**src/hw/rtl/bffa_pkg.sv**
```systemverilog
// Shared constants for the bitmap first-fit block allocator.
// Operation and status codes plus parameter defaults; no dependencies.
`default_nettype none

package bffa_pkg;

  // Defaults for the top-level parameters. WORD_BITS must be a power of two.
  localparam int MAP_BITS_DEF    = 8192;
  localparam int WORD_BITS_DEF   = 32;
  localparam int MAX_REQUEST_DEF = 8;

  // Fixed field widths of the command and result beats
  localparam int FUNC_W   = 3;
  localparam int TARGET_W = 13;
  localparam int COUNT_W  = 4;
  localparam int NUMBLK_W = 14;
  localparam int STATUS_W = 2;

  localparam int NUMBLK_RESET = 8192;

  localparam logic [FUNC_W-1:0] FN_CLEAR = 3'd0;
  localparam logic [FUNC_W-1:0] FN_ALLOC = 3'd1;
  localparam logic [FUNC_W-1:0] FN_MARK  = 3'd2;
  localparam logic [FUNC_W-1:0] FN_FREE  = 3'd3;
  localparam logic [FUNC_W-1:0] FN_QUERY = 3'd4;

  localparam logic [STATUS_W-1:0] ST_OK    = 2'd0;
  localparam logic [STATUS_W-1:0] ST_FULL  = 2'd1;
  localparam logic [STATUS_W-1:0] ST_RANGE = 2'd2;

endpackage

`default_nettype wire

```
**src/hw/rtl/bffa_find.sv**
```systemverilog
// Shared search unit: lowest free bit of one bitmap word inside a bit window.
// Depends on bffa_pkg for the default word width.
`default_nettype none

module bffa_find #(
  parameter int WORD_BITS = bffa_pkg::WORD_BITS_DEF,
  localparam int BO_W = $clog2(WORD_BITS)
) (
  input  wire logic [WORD_BITS-1:0] word,
  input  wire logic [BO_W-1:0]      lo,     // first bit to consider
  input  wire logic [BO_W:0]        hi,     // bits at or above this are past the limit
  output logic                      found,
  output logic      [BO_W-1:0]      pos
);

  import bffa_pkg::*;

  logic [WORD_BITS-1:0] cand;

  always_comb begin
    for (int i = 0; i < WORD_BITS; i++) begin
      cand[i] = !word[i] && (i >= 32'(lo)) && (i < 32'(hi));
    end
  end

  // Scan from the top so the lowest candidate wins
  always_comb begin
    pos = '0;
    for (int i = WORD_BITS - 1; i >= 0; i--) begin
      if (cand[i]) begin
        pos = BO_W'(i);
      end
    end
  end

  assign found = |cand;

endmodule

`default_nettype wire

```
**config.mk**
```make
export PLATFORM = sky130hd
export DESIGN_NAME = bffa_find
export DESIGN_NICKNAME = d
export VERILOG_FILES = /design/src/hw/rtl/bffa_pkg.sv /design/src/hw/rtl/bffa_find.sv
export SDC_FILE = /design/constraint.sdc
export NUM_CORES = 1
export LEC_CHECK = 0
export BUFFER_PORTS_ARGS = -buffer_cell sky130_fd_sc_hd__buf_4
export CELL_PAD_IN_SITES_DETAIL_PLACEMENT = 0
export CELL_PAD_IN_SITES_GLOBAL_PLACEMENT = 2
export CORE_AREA = 3 3 84 86
export DETAILED_ROUTE_END_ITERATION = 10
export DIE_AREA = 0 0 87 89
export PLACE_DENSITY = 0.69
export SLEW_MARGIN = 20
export SYNTH_ARGS = -nofsm -noshare
export SYNTH_HDL_FRONTEND = slang
export SYNTH_SLANG_ARGS = --single-unit
```
**constraint.sdc**
```tcl
create_clock -name vclk -period 4.2
set_input_delay 0.21 -clock vclk [all_inputs]
set_output_delay 0.21 -clock vclk [all_outputs]
set_load 0.05 [all_outputs]
```
== Yosys cells after proc, flatten, opt, wreduce, memory -nomap -nowiden ==
Cells that the tools add are included.
Operators by class
  magnitude comparators: 63
  muxes and demuxes: 32
  reduce and logical (&&, ||, !) cells: 96
Operators by type and width (count)
  2-to-1 mux 5 bit: 32
  < comparator 5 x 6 -> 1 bit (first input constant): 16
  greater-or-equal comparator 5 bit (first input constant): 15
  logical AND 1 bit: 63
  < comparator 4 x 6 -> 1 bit (first input constant): 8
  greater-or-equal comparator 4 x 5 -> 1 bit (first input constant): 8
  zero test 1 bit: 32
  OR reduction 32 bit: 1
  < comparator 3 x 6 -> 1 bit (first input constant): 4
  greater-or-equal comparator 3 x 5 -> 1 bit (first input constant): 4
  < comparator 1 x 6 -> 1 bit (first input constant): 2
  < comparator 2 x 6 -> 1 bit (first input constant): 2
  greater-or-equal comparator 1 x 5 -> 1 bit (first input constant): 2
  greater-or-equal comparator 2 x 5 -> 1 bit (first input constant): 2
Word-level totals
  output and inout port bits: 6
  logic and storage cells: 191
  input port bits: 43
  flip-flop bits (word level): 0

== Logic depth before layout (Yosys ltp) ==
  depth in word-level cells: 34
  gate-level depth with buffers: 8

== Worst setup path before layout ==
No wires, ideal clock.
  kind: input to output
  start: in hi[2]
  end: out pos[4]
  arrival time: 3005 ps
  required time: 3990 ps
  stages: 7
  slack: 985 ps
  cells stage by stage: buf_2 or4_1 a311oi_2 nor2_1 nor2_1 nand3_1 nor4_1
On the way
  word-level cells in the longest chain between the ends: 34
  elaborated cells between the ends (all ways): 96
  classes of those cells: 32 x order compare; 32 x mux; 32 x reduce/logical
RTL lines
  from (decl): line bffa_find.sv:11  | input wire logic [BO_W:0] hi,
  < comparator 5 x 6 -> 1 bit: line bffa_find.sv:22  | cand[i] = !word[i] && (i >= 32'(lo)) && (i < 32'(hi));
  logical AND 1 bit: line bffa_find.sv:22
  2-to-1 mux 5 bit (31 in a row): line bffa_find.sv:30  | if (cand[i]) begin
  2-to-1 mux 5 bit *: line bffa_find.sv:30
  to (decl): line bffa_find.sv:13  | output logic [BO_W-1:0] pos
Mark *: on every way between the ends. The rest lies on a longest branch, timed or not.

== Worst setup path after layout ==
  start: in hi[5]
  end: out pos[1]
Same word-level chain as after synthesis.

==> impl_metrics.json <==
{
  "syn_inst": 221,
  "worst_pin_slew_ns": 0.6991,
  "synth-adder-area-share": 0.006957,
  "fillers": 707,
  "clockBufferCount": 0,
  "crit_family": "compound AO/OA/AOI/OAI gates",
  "grt_max_degree": 23,
  "cp-start-kind": "input pin",
  "switching_share": 0.6040,
  "final_hold_viol_count": 0,
  "run_status": "complete, no violations",
  "synthMuxAreaShare": 0,
  "fin_cells": 328,
  "synth_nets": 264,
  "clkPwrFrac": 0,
  "critical_path.max_fanout": 16,
  "wirelength_um": 6195,
  "wl_per_cell_um": 18.89,
  "switchingPower_uw": 152.2,
  "p_seq_frac": 0,
  "grt_pass1_wl_um": 9756,
  "synth-simple-area-share": 0.3391,
  "holdWs_ns": 1.043,
  "initial_core_util": 0.2266,
  "post-synth-top-count-cell": "nor2_1",
  "postCtsSetupBuffers": 0,
  "track_usage": 0.1566,
  "place_congestion": 0.7928,
  "dr.first_iter.drc_count": 133,
  "critPathArrivalTime_ns": 2.35,
  "crit_path_frequent_cell": "buf_4",
  "crit_slowest_cell": "or4_1",
  "finalMaxSlewViolations": 0,
  "synth_top_family_by_area": "compound AO/OA/AOI/OAI gates",
  "die_area_mm2": 0.007743,
  "cts.repair.resized": 0,
  "core-area_mm2": 0.006350,
  "final_design_area_no_fill_mm2": 0.001800,
  "worstPathRequired_ns": 3.99,
  "ys_top_cells_by_count": "nor2_1, a21oi_1, nand2_1",
  "antennaDiodeCount": 0,
  "fp.dieW_um": 87,
  "synth_compound_area_frac": 0.5670,
  "hp-start": "word[0]",
  "critPathBufInv": 2,
  "dr.pass1.iters": 4,
  "path_cells": "buf_4 -> or4_1 -> o211a_1 -> a32oi_2 -> o21ai_1 -> a211o_1 -> o31ai_1 -> buf_4",
  "cp-end-kind": "output pin",
  "ant_nets": 0,
  "register_area_um2": 0,
  "setup_viol": 0,
  "timing.fmax_mhz": 391.4,
  "placed_cells": 328,
  "synth_xor_area_frac": 0,
  "power.density_mw_per_mm2": 140.0,
  "holdBufCountCts": 0,
  "finalCritPeriodShare": 0.6084,
  "synth_cell_type_count": 66,
  "syn2layout_area_growth_pct": 25.13,
  "avgSynthCellArea_um2": 6.511,
  "power.internal_uw": 99.79,
  "ys_top_cells_by_area": "a21oi_1, nor2_1, nand2_1",
  "antenna_found_initial": 0,
  "synth_top_area_frac": 0.06261,
  "design.seq.count": 0,
  "yosysSeqAreaShare": 0,
  "crit_type": "in -> out",
  "dp_hpwl_um": 4859,
  "port-buffer-count": 49,
  "dieHeight_um": 89,
  "netlist_area_mm2": 0.001439,
  "yosys_warnings": 0,
  "cp_slowest_stage_delay_ns": 0.64,
  "period_needed_ns": 2.555,
  "synth_area_leader_cell": "a21oi_1",
  "rows": 29,
  "p_total_uw": 252.0,
  "peakVddDrop_v": 0.00006960,
  "max-slew-margin-rel": 0.5304,
  "min_path_type": "in -> out",
  "drc_errors": 0,
  "cp.depth": 8,
  "nets": 296,
  "leakage_nw": 0.7109,
  "crit_path_start": "hi[5]",
  "tns_ns": 0,
  "placed_cell_area_mm2": 0.001800,
  "vias_per_cell": 5.863,
  "cap_violations": 0,
  "rsz0062_at_grt": "no",
  "dr_total_vias": 1923,
  "overflow": 0,
  "critPathCapture": "pos[1]",
  "drive_gt1_frac": 0.2590,
  "grt_pass1_vias": 1885,
  "design.portCount": 49,
  "combPwrFrac": 1.000
}
## worst min-delay path by stage
stage / to / cells after the start
5_1_grt: pos[0] / 6
3_3_place_gp: pos[0] / 6
6_report: pos[0] / 6
3_5_place_dp: pos[0] / 6
2_1_floorplan: pos[4] / 4
4_1_cts: pos[0] / 6
## routing by layer
metal,share of wire,track usage,up-vias
met5,0,0,-
met4,0.025,0.03541,0
met3,0.034,0.01106,10
met2,0.47,0.2705,50
met1,0.47,0.2123,910
li1,-,-,953
## cells by family (layout without fill, tap and decap cells)
group           count (synthesis)  count (layout)
compound gates                106             106
simple gates                   89              89
fa+ha+maj                       1               1
buf+inv                        25              55
## tightest hold or removal path: stages
cell	delay, ns
buf_4	0.09
nor3_1	0.07
a21oi_1	0.12
a31oi_1	0.06
o31ai_1	0.08
buf_4	0.20
## power by group through the flow
| stage | logic (mW) | registers (mW) | clock network, mW |
|---|---|---|---|
| 3_3_place_gp | 0.253 | 0 | 0 |
| 4_1_cts | 0.252 | 0 | 0 |
| 3_5_place_dp | 0.250 | 0 | 0 |
| 2_1_floorplan | 0.167 | 0 | 0 |
| 5_1_grt | 0.274 | 0 | 0 |
| 6_report | 0.252 | 0 | 0 |
## stage by stage
| stage | setup WS [ns] | utilization |
|---|---|---|
| CTS | 1.637 | 0.2835 |
| global placement | 1.604 | 0.2835 |
| global route | 1.416 | 0.2835 |
| detailed placement | 1.640 | 0.2835 |
| floorplan | 0.9854 | - |
| finish | 1.645 | 0.2835 |
## final cells by class
class | count | area, um^2 | share of cell area
multi-input combinational | 196 | 1314 | 0.7297
inverter | 6 | 22.52 | 0.01251
timing repair buffer | 49 | 367.9 | 0.2043
tap | 77 | 96.34 | 0.05351
## cell usage in the layout, fill, tap and decap left out, types with 3 or more instances in the layout
cell type / count
and3_1: 5
or2_2: 6
and2_1: 8
nor2_1: 19
o21ai_0: 5
o22ai_1: 6
nand3_1: 3
a32oi_1: 3
a221oi_1: 4
buf_4: 49
o211ai_1: 3
o21a_1: 6
o31a_1: 3
a211oi_1: 8
a2111oi_0: 3
nor4b_1: 3
a31oi_1: 3
nor2b_1: 3
a21oi_1: 18
nand2_1: 17
or3_1: 4
o31ai_1: 3
a21o_1: 6
a211o_1: 3
o21bai_1: 3
nor3_1: 8
inv_1: 5
No activity file was read; power rests on OpenSTA's default activity.
